### src/sv/button_autorepeat_sampler_macros.svh
// assertion macros for the button auto-repeat sampler
`ifndef BUTTON_AUTOREPEAT_SAMPLER_MACROS_SVH
`define BUTTON_AUTOREPEAT_SAMPLER_MACROS_SVH

// consequent checked in the cycle after the antecedent
`define BAS_ASSERT_NEXT(label, ante, cons) \
  label: assert property (@(posedge clk) disable iff (rst) (ante) |=> (cons)) \
    else $error("button_autorepeat_sampler: assertion failed");

// consequent checked in the same cycle
`define BAS_ASSERT_NOW(label, ante, cons) \
  label: assert property (@(posedge clk) disable iff (rst) (ante) |-> (cons)) \
    else $error("button_autorepeat_sampler: assertion failed");

`endif

### src/sv/bas_pkg.sv
// types and constants of the button auto-repeat sampler
package bas_pkg;

  localparam int unsigned TICK_W  = 16;
  localparam int unsigned COUNT_W = 8;
  localparam int unsigned EVENT_W = 3;
  localparam int unsigned CFG_INDEX_W = 2;

  localparam logic [TICK_W-1:0]  TICK_MAX  = 16'hFFFF;
  localparam logic [COUNT_W-1:0] COUNT_MAX = 8'd255;
  localparam logic [COUNT_W-1:0] MEDIUM_AFTER = 8'd4;
  localparam logic [COUNT_W-1:0] FAST_AFTER   = 8'd24;

  localparam logic [TICK_W-1:0] INITIAL_RESET = 16'd60;
  localparam logic [TICK_W-1:0] MEDIUM_RESET  = 16'd150;
  localparam logic [TICK_W-1:0] FAST_RESET    = 16'd18;

  typedef enum logic [CFG_INDEX_W-1:0] {
    REG_INITIAL = 2'd0,
    REG_MEDIUM  = 2'd1,
    REG_FAST    = 2'd2
  } reg_index_t;

  typedef enum logic [1:0] {
    IV_INITIAL = 2'd0,
    IV_MEDIUM  = 2'd1,
    IV_FAST    = 2'd2
  } interval_t;

  typedef enum logic [1:0] {
    BTN_NONE  = 2'd0,
    BTN_UP    = 2'd1,
    BTN_DOWN  = 2'd2,
    BTN_ALARM = 2'd3
  } button_t;

  typedef enum logic [EVENT_W-1:0] {
    EV_NOT_SAMPLED = 3'd0,
    EV_IDLE        = 3'd1,
    EV_UP_PRESS    = 3'd2,
    EV_DOWN_PRESS  = 3'd3,
    EV_ALARM_PRESS = 3'd4,
    EV_UP_REL      = 3'd5,
    EV_DOWN_REL    = 3'd6,
    EV_ALARM_REL   = 3'd7
  } event_t;

  // press code is button + 1, release code is button + 4
  localparam logic [EVENT_W-1:0] EV_PRESS_BASE   = 3'd1;
  localparam logic [EVENT_W-1:0] EV_RELEASE_BASE = 3'd4;

endpackage

### src/sv/button_autorepeat_sampler.sv
// top level of the button auto-repeat sampler
//
// Each input beat is one timer tick carrying the three active-low button
// levels (up_level, down_level, alarm_level); it is accepted when in_valid
// and in_ready are both high. Every input beat yields exactly one output
// beat with event_res and held_count, offered on out_valid/out_ready.
// The tick, interval and press state is updated at the accepting edge by
// a single compare-and-select pass, and the result lands in the output
// register; throughput is one beat per cycle unless the receiver stalls.
// in_ready stays high while the output register is empty or being taken,
// so a stalled receiver holds the result and blocks only further input.
// The user writes the three interval registers through cfg_wr_en, cfg_index
// and cfg_data only while idle, unchecked here; an unknown index is ignored.
// Synchronous reset rst restores the interval defaults (60, 150, 18),
// clears the tick and press counters, selects the initial interval,
// drops any pending release and empties the output register.
`include "button_autorepeat_sampler_macros.svh"

module button_autorepeat_sampler (
  input  logic                            clk,
  input  logic                            rst,
  input  logic                            cfg_wr_en,
  input  logic [bas_pkg::CFG_INDEX_W-1:0] cfg_index,
  input  logic [bas_pkg::TICK_W-1:0]      cfg_data,
  input  logic                            in_valid,
  output logic                            in_ready,
  input  logic                            up_level,
  input  logic                            down_level,
  input  logic                            alarm_level,
  output logic                            out_valid,
  input  logic                            out_ready,
  output logic [bas_pkg::EVENT_W-1:0]     event_res,
  output logic [bas_pkg::COUNT_W-1:0]     held_count
);

  logic [bas_pkg::TICK_W-1:0] initial_interval;
  logic [bas_pkg::TICK_W-1:0] medium_interval;
  logic [bas_pkg::TICK_W-1:0] fast_interval;

  logic [bas_pkg::TICK_W-1:0]  tick_count, tick_count_next;
  bas_pkg::interval_t          interval_choice, interval_choice_next;
  logic [bas_pkg::COUNT_W-1:0] press_count, press_count_next;
  bas_pkg::button_t            pending_release, pending_release_next;

  logic [bas_pkg::TICK_W-1:0]  tick_inc;
  logic [bas_pkg::TICK_W-1:0]  cur_interval;
  logic [bas_pkg::COUNT_W-1:0] press_inc;
  logic                        sample;
  bas_pkg::button_t            button;
  logic [bas_pkg::EVENT_W-1:0] event_next;
  logic                        in_fire;

  assign in_ready = !out_valid || out_ready;
  assign in_fire  = in_valid && in_ready;

  always_ff @(posedge clk) begin
    if (rst) begin
      initial_interval <= bas_pkg::INITIAL_RESET;
      medium_interval  <= bas_pkg::MEDIUM_RESET;
      fast_interval    <= bas_pkg::FAST_RESET;
    end else if (cfg_wr_en) begin
      case (cfg_index)
        bas_pkg::REG_INITIAL: initial_interval <= cfg_data;
        bas_pkg::REG_MEDIUM:  medium_interval  <= cfg_data;
        bas_pkg::REG_FAST:    fast_interval    <= cfg_data;
        default: ;
      endcase
    end
  end

  always_comb begin
    tick_inc = (tick_count != bas_pkg::TICK_MAX) ? tick_count + 1'b1 : tick_count;
    press_inc = (press_count != bas_pkg::COUNT_MAX) ? press_count + 1'b1 : press_count;

    case (interval_choice)
      bas_pkg::IV_MEDIUM: cur_interval = medium_interval;
      bas_pkg::IV_FAST:   cur_interval = fast_interval;
      default:            cur_interval = initial_interval;
    endcase

    sample = (tick_inc >= cur_interval);

    if (!up_level)         button = bas_pkg::BTN_UP;
    else if (!down_level)  button = bas_pkg::BTN_DOWN;
    else if (!alarm_level) button = bas_pkg::BTN_ALARM;
    else                   button = bas_pkg::BTN_NONE;

    tick_count_next      = tick_inc;
    interval_choice_next = interval_choice;
    press_count_next     = press_count;
    pending_release_next = pending_release;
    event_next           = bas_pkg::EV_NOT_SAMPLED;

    if (sample) begin
      tick_count_next = '0;
      if (button == bas_pkg::BTN_NONE) begin
        event_next = bas_pkg::EV_IDLE;
        if (pending_release != bas_pkg::BTN_NONE) begin
          event_next = {1'b0, pending_release} + bas_pkg::EV_RELEASE_BASE;
          pending_release_next = bas_pkg::BTN_NONE;
          press_count_next     = '0;
          interval_choice_next = bas_pkg::IV_INITIAL;
        end
      end else begin
        press_count_next = press_inc;
        if (press_inc > bas_pkg::FAST_AFTER) begin
          interval_choice_next = bas_pkg::IV_FAST;
        end else if (press_inc > bas_pkg::MEDIUM_AFTER) begin
          interval_choice_next = bas_pkg::IV_MEDIUM;
        end
        pending_release_next = button;
        event_next = {1'b0, button} + bas_pkg::EV_PRESS_BASE;
      end
    end
  end

  always_ff @(posedge clk) begin
    if (rst) begin
      tick_count      <= '0;
      interval_choice <= bas_pkg::IV_INITIAL;
      press_count     <= '0;
      pending_release <= bas_pkg::BTN_NONE;
    end else if (in_fire) begin
      tick_count      <= tick_count_next;
      interval_choice <= interval_choice_next;
      press_count     <= press_count_next;
      pending_release <= pending_release_next;
    end
  end

  always_ff @(posedge clk) begin
    if (rst) begin
      out_valid <= 1'b0;
    end else if (in_fire) begin
      out_valid <= 1'b1;
    end else if (out_ready) begin
      out_valid <= 1'b0;
    end
  end

  always_ff @(posedge clk) begin
    if (in_fire) begin
      event_res  <= event_next;
      held_count <= press_count;
    end
  end

  // assertions
  `BAS_ASSERT_NEXT(a_beat_out, in_fire, out_valid)
  `BAS_ASSERT_NEXT(a_sample_clears_tick, in_fire && sample, tick_count == '0)
  `BAS_ASSERT_NOW(a_idle_interval, press_count == '0, interval_choice == bas_pkg::IV_INITIAL)
  `BAS_ASSERT_NEXT(a_release_clears, in_fire && (event_next >= bas_pkg::EV_UP_REL),
                   press_count == '0 && pending_release == bas_pkg::BTN_NONE)

endmodule

### config.mk
export PLATFORM = sky130hd
export DESIGN_NAME = button_autorepeat_sampler
export DESIGN_NICKNAME = d
export VERILOG_FILES = /design/src/sv/bas_pkg.sv /design/src/sv/button_autorepeat_sampler.sv
export VERILOG_INCLUDE_DIRS = /design/src /design/src/sv
export SDC_FILE = /design/constraint.sdc
export NUM_CORES = 1
export LEC_CHECK = 0
export ABC_AREA = 1
export BUFFER_PORTS_ARGS = -buffer_cell sky130_fd_sc_hd__clkbuf_2
export CAP_MARGIN = 10
export CORE_MARGIN = 10
export CORE_UTILIZATION = 33
export DETAILED_ROUTE_END_ITERATION = 16
export SLEW_MARGIN = 20
export SYNTH_ARGS = -nofsm -noshare
export SYNTH_HDL_FRONTEND = slang
export SYNTH_SLANG_ARGS = --single-unit
### constraint.sdc
create_clock -name clk -period 3.5 [get_ports clk]
set_input_delay 0.175 -clock clk [delete_from_list [all_inputs] [get_ports clk]]
set_output_delay 0.175 -clock clk [all_outputs]
set_load 0.03 [all_outputs]
# Yosys cells after proc, flatten, opt, wreduce, memory -nomap -nowiden
# Index checks and enable logic that the tools add are counted.
# word_totals
reg_bits	88
in_bits	26
elab_cells	55
# op_classes
addsub	4
n_lt_le_gt_ge	3
eq_ne	7
n_mux	18
n_reduce_logical	13
# ops
op	count
$mux W16	2
$pmux W16 S2	1
$mux W8	3
$add A16 B1 Y16 const B	1
$ge A16 B16 Y1	1
$mux W2	8
$ne A16 B16 Y1 const B	1
$add A8 B1 Y8 const B	1
$gt A8 B3 Y1 const B	1
$gt A8 B5 Y1 const B	1
$ne A8 B8 Y1 const B	1
$mux W3	2
$reduce_and A2 Y1	3
$eq A2 B1 Y1 const B	2
$eq A2 B2 Y1 const B	2
$logic_not A2 Y1	2
$reduce_and A4 Y1	1
$reduce_bool A2 Y1	2
$add A2 B1 Y3 const B	1
$add A2 B3 Y3 const B	1
$reduce_and A3 Y1	1
$reduce_bool A3 Y1	1
$mux W1	2
$ne A2 B1 Y1 const B	1
3 further kinds	3

# Depth between registers and ports, before layout
# depth
word_depth	6
ltp_mapped	23
mapped_depth_nobuf	21

# Worst setup path after synthesis
# Ideal clock, no wire load.
# synth_timing
path_type	register to register
from	reg interval_choice[0]
to	reg press_count[1] in the netlist's numbering
setup_time_ps	128
arrival_time_ps	2574
required_time_ps	3372
slack_ps	798
stages_incl_launch_ff	18
path_buffers	3
synth_period_minus_slack_ps	2702
path_cell_list	dfxtp_1 > inv_1 > ha_1 > clkbuf_1 > clkbuf_1 > a21oi_1 > o2bb2ai_1 > ha_1 > nand2_1 > o21bai_1 > nand2_1 > a21oi_2 > nand3_2 > nand2_4 > inv_2 > buf_6 > o21ai_0 > nor2_1
# synth_via
elab_chain_cells	4
word_cells_on_any_way	5
classes_between	order compare (1); eq/ne (2); mux (1); reduce/logical (1)
# synth_lines
item	line_no	rtl
from (decl)	button_autorepeat_sampler.sv:41	bas_pkg::interval_t interval_choice, interval_choice_next;
from (signal assigned)	button_autorepeat_sampler.sv:120	interval_choice <= bas_pkg::IV_INITIAL;
from (signal assigned)	button_autorepeat_sampler.sv:125	interval_choice <= interval_choice_next;
$eq A2 B2 Y1 / $eq A2 B1 Y1 (equally long branches)	button_autorepeat_sampler.sv:75	case (interval_choice)
$pmux W16 S2 (*)	button_autorepeat_sampler.sv:75	
$ge A16 B16 Y1 (*)	button_autorepeat_sampler.sv:81	sample = (tick_inc >= cur_interval);
$reduce_and A3 Y1 (no source line) (*)	-	
to (signal assigned)	button_autorepeat_sampler.sv:126	press_count <= press_count_next;
to (decl)	button_autorepeat_sampler.sv:42	logic [bas_pkg::COUNT_W-1:0] press_count, press_count_next;
# Every way passes the cells marked *; elsewhere a longest branch is shown, timed or not.
# A chain may end at the register's enable or synchronous reset.

# Final worst setup path
# layout_timing
from	reg tick_count[0] in the netlist's numbering
to	reg tick_count[15] in the netlist's numbering
# layout_via
elab_chain_cells	4
word_cells_on_any_way	5
classes_between	add/sub (1); order compare (1); eq/ne (1); mux (2)
# layout_lines
item	line_no	rtl
from (decl)	button_autorepeat_sampler.sv:40	logic [bas_pkg::TICK_W-1:0] tick_count, tick_count_next;
from (signal assigned)	button_autorepeat_sampler.sv:124	tick_count <= tick_count_next;
$add A16 B1 Y16 / $ne A16 B16 Y1 (equally long branches)	button_autorepeat_sampler.sv:72	tick_inc = (tick_count != bas_pkg::TICK_MAX) ? tick_count + 1'b1 : tick_count;
$mux W16 (*)	button_autorepeat_sampler.sv:72	
$ge A16 B16 Y1	button_autorepeat_sampler.sv:81	
$mux W16 (*)	button_autorepeat_sampler.sv:94	if (sample) begin
# Marks and branches as above.

==> reports/qor.yml <==
min_period_ps: 3072
endpoint_kind: "flip-flop"
ir_worst_vdd_uv: 235.7
die_w_um: 138.1
yosysWarnings: 0
initial_core_util_pct: 33.44
synth_area_mm2: 0.004606
min_path_type: "in2reg"
routedWlPerCell_um: 13.65
drtIter0Drc: 288
period_share_pct: 87.77
cellPowerDensity_mw_per_mm2: 516.1
status: "finished clean"
p_leak_nw: 2.359
critical_path_arrival_ps: 3350
drive_gt1_share_pct: 14.41
worstPathMaxFanout: 12
relSlewSlack_pct: 37.44
synth-async-reset-ratio_pct: 0
io_pins: 39
netlist_instances: 630
dr.pass1.iters: 5
clockBufferDepth: 2
die_area_mm2: 0.01908
antenna_found_initial: 0
finalHoldViolCount: 0
p_comb_share_pct: 21.2
worst_pin_slew_ps: 932.6
synth_nets: 676
root_buffer: "clkbuf_16"
max_freq_ghz: 0.3255
coreArea_mm2: 0.01377
drv_slew: 0
avgSynthCellArea_um2: 7.311
globalRouteOverflowTotal: 0
vias: 4184
grt_max_degree: 36
rsz0062_at_grt: "false"
maxCapViolCount: 0
grt_pass1_wl_um: 19300
via_per_inst: 4.946
p_switching_mw: 0.8299
nFillCells: 1461
seq_area_frac_synth_pct: 40.64
synth_top_cell_by_area: "dfxtp_1"
area_delta_synth_final_pct: 14.81
drc: 0
final_cell_area_mm2: 0.005288
cts_tree: "done"
ys_seq_elements: 88
final_antenna_net_count: 0
ctsHoldBuffers: 0
swShare_pct: 30.41
clk_latency_ps: 350
io_buffers: 38
final-seq-area_mm2: 0.001872
postCtsSetupBuffers: 0
grt_pass1_vias: 3898
drt_wl_total_um: 11550
multiInputGateArea_mm2: 0.002431
finalSetupViolCount: 0
finalSetupTns_ps: 0
synth_top_area_share_pct: 33.47
layout.nets: 707
skew_ps: 9.399
intPower_mw: 1.899
numCtsBuffers: 9
post_cts_resized: 0
synth-edff-count: 11
setup.worst_path.class: "reg2reg"
antenna_cells: 0
die_h_um: 138.1
numClockSinks: 88
clockPowerShare_pct: 36.6
yosysUniqueCellTypes: 39
ys.flop_type: "dfxtp_1"
rows: 43
grt_use_total_pct: 11.97
startpoint_type: "flip-flop"
hpwl_um: 8365
cp.required_ps: 3770
cts-htree-levels: 3
seqPwrFrac_pct: 42.2
path_clk_slew_ps: 70
placed_area_mm2: 0.004969
ys_top_cells_by_area: "dfxtp_1 33%, nand2_1 11%, edfxtp_1 7.2%, nor2_1 6.9%, o21ai_0 6.3%"
gp_congestion: 0.8902
==> synth_stat cells, types with 4 or more instances <==
library cell / count
nand3_1: 24
dfxtp_1: 77
edfxtp_1: 11
nor3_1: 4
a22oi_1: 9
xor2_1: 9
a21oi_1: 55
o21ai_0: 58
nor2_2: 7
o2bb2ai_1: 10
nor2_1: 85
ha_1: 20
o21ai_1: 10
nand2_1: 138
nand3_2: 4
nand2_2: 4
clkbuf_1: 18
inv_2: 5
inv_1: 50
==> worst paths after layout <==
kind,from,slack [ps],end,cells past startpoint
worst min-delay path,cfg_data[5],70,initial_interval[5],3
worst max register to register,tick_count[0],430,tick_count[15],14
worst max-delay path,tick_count[0],430,tick_count[15],14
worst min register to register,fast_interval[0],450,fast_interval[0],2
==> metal layers <==
metal  vias up  GRT usage, %  part of all wire [%]
met5         -             0                     0
met4         0         4.939                   1.5
met3         9         2.877                   4.4
met2        93         18.52                    44
met1      1941         15.54                    50
li1       2141             -                     -
==> critical path, cell delays in order (launching register included) <==
cell     delay [ps]
dfxtp_1         420
ha_1            290
nand2_1         110
nor2_2          230
nand4_4         250
o21ai_1         240
ha_1            300
a21o_1          180
nor2_1          100
nand2_1          60
nand2_1          60
nand3_2         140
inv_1           350
nand2_1         130
a21oi_2         120
==> per-stage QoR <==
stage               hold slack [ps]  cells  setup WS [ps]  total power, mW  utilization [%]
detailed placement            422.2    830          303.7            1.750            36.07
floorplan                     244.1    630          798.2            1.594                -
global placement              408.2    830          404.5            1.733            36.07
global route                  65.29    846          9.989            2.888            38.39
finish                        70.48    846          428.2            2.729            38.39
CTS                           56.23    846          289.2            2.759            38.33
==> registers in the layout, indices dropped and copies added, names as in the netlist, 3 cells and up <==
register,flops
tick_count,16
medium_interval,16
event_res,3
press_count,8
initial_interval,16
held_count,8
fast_interval,16
==> cell usage in the layout, fill, tap and decap left out, drive strengths merged, types with 10 or more instances in the layout <==
| cell | Yosys | layout |
|---|---|---|
| a21oi | 58 | 58 |
| clkbuf | 18 | 51 |
| dfxtp | 77 | 77 |
| edfxtp | 11 | 11 |
| ha | 20 | 20 |
| inv | 55 | 54 |
| nand2 | 143 | 143 |
| nand3 | 28 | 28 |
| nor2 | 94 | 94 |
| o21ai | 71 | 71 |
| o2bb2ai | 10 | 10 |
==> cells by family (layout without fill, tap and decap cells) <==
group / count (synthesis) / count (layout) / share of synthesized area, %
AO/OA/AOI/OAI: 154 / 154 / 18.96
adder cells (fa/ha/maj): 20 / 20 / 5.433
flip-flops: 88 / 88 / 40.64
XOR/XNOR: 10 / 10 / 1.902
AND/OR/NAND/NOR: 278 / 278 / 26.30
buffers and inverters: 80 / 116 / 6.764
==> area by class of cell <==
class	instances	area share, %
timing repair buffer	45	4.591
clock inverter	3	0.7572
sequential	88	35.40
clock buffer	13	5.111
tap	180	4.259
multi-input combinational	462	45.98
inverter	55	3.904
==> power groups by stage <==
stage | Combinational (mW) | Sequential (mW) | Clock [mW]
final | 0.579 | 1.15 | 1.00
after detailed placement | 0.579 | 1.17 | 0
after floorplan | 0.408 | 1.19 | 0
after global routing | 0.658 | 1.16 | 1.07
after global placement | 0.563 | 1.17 | 0
after CTS | 0.583 | 1.15 | 1.03
No activity file was read; power rests on OpenSTA's default activity.
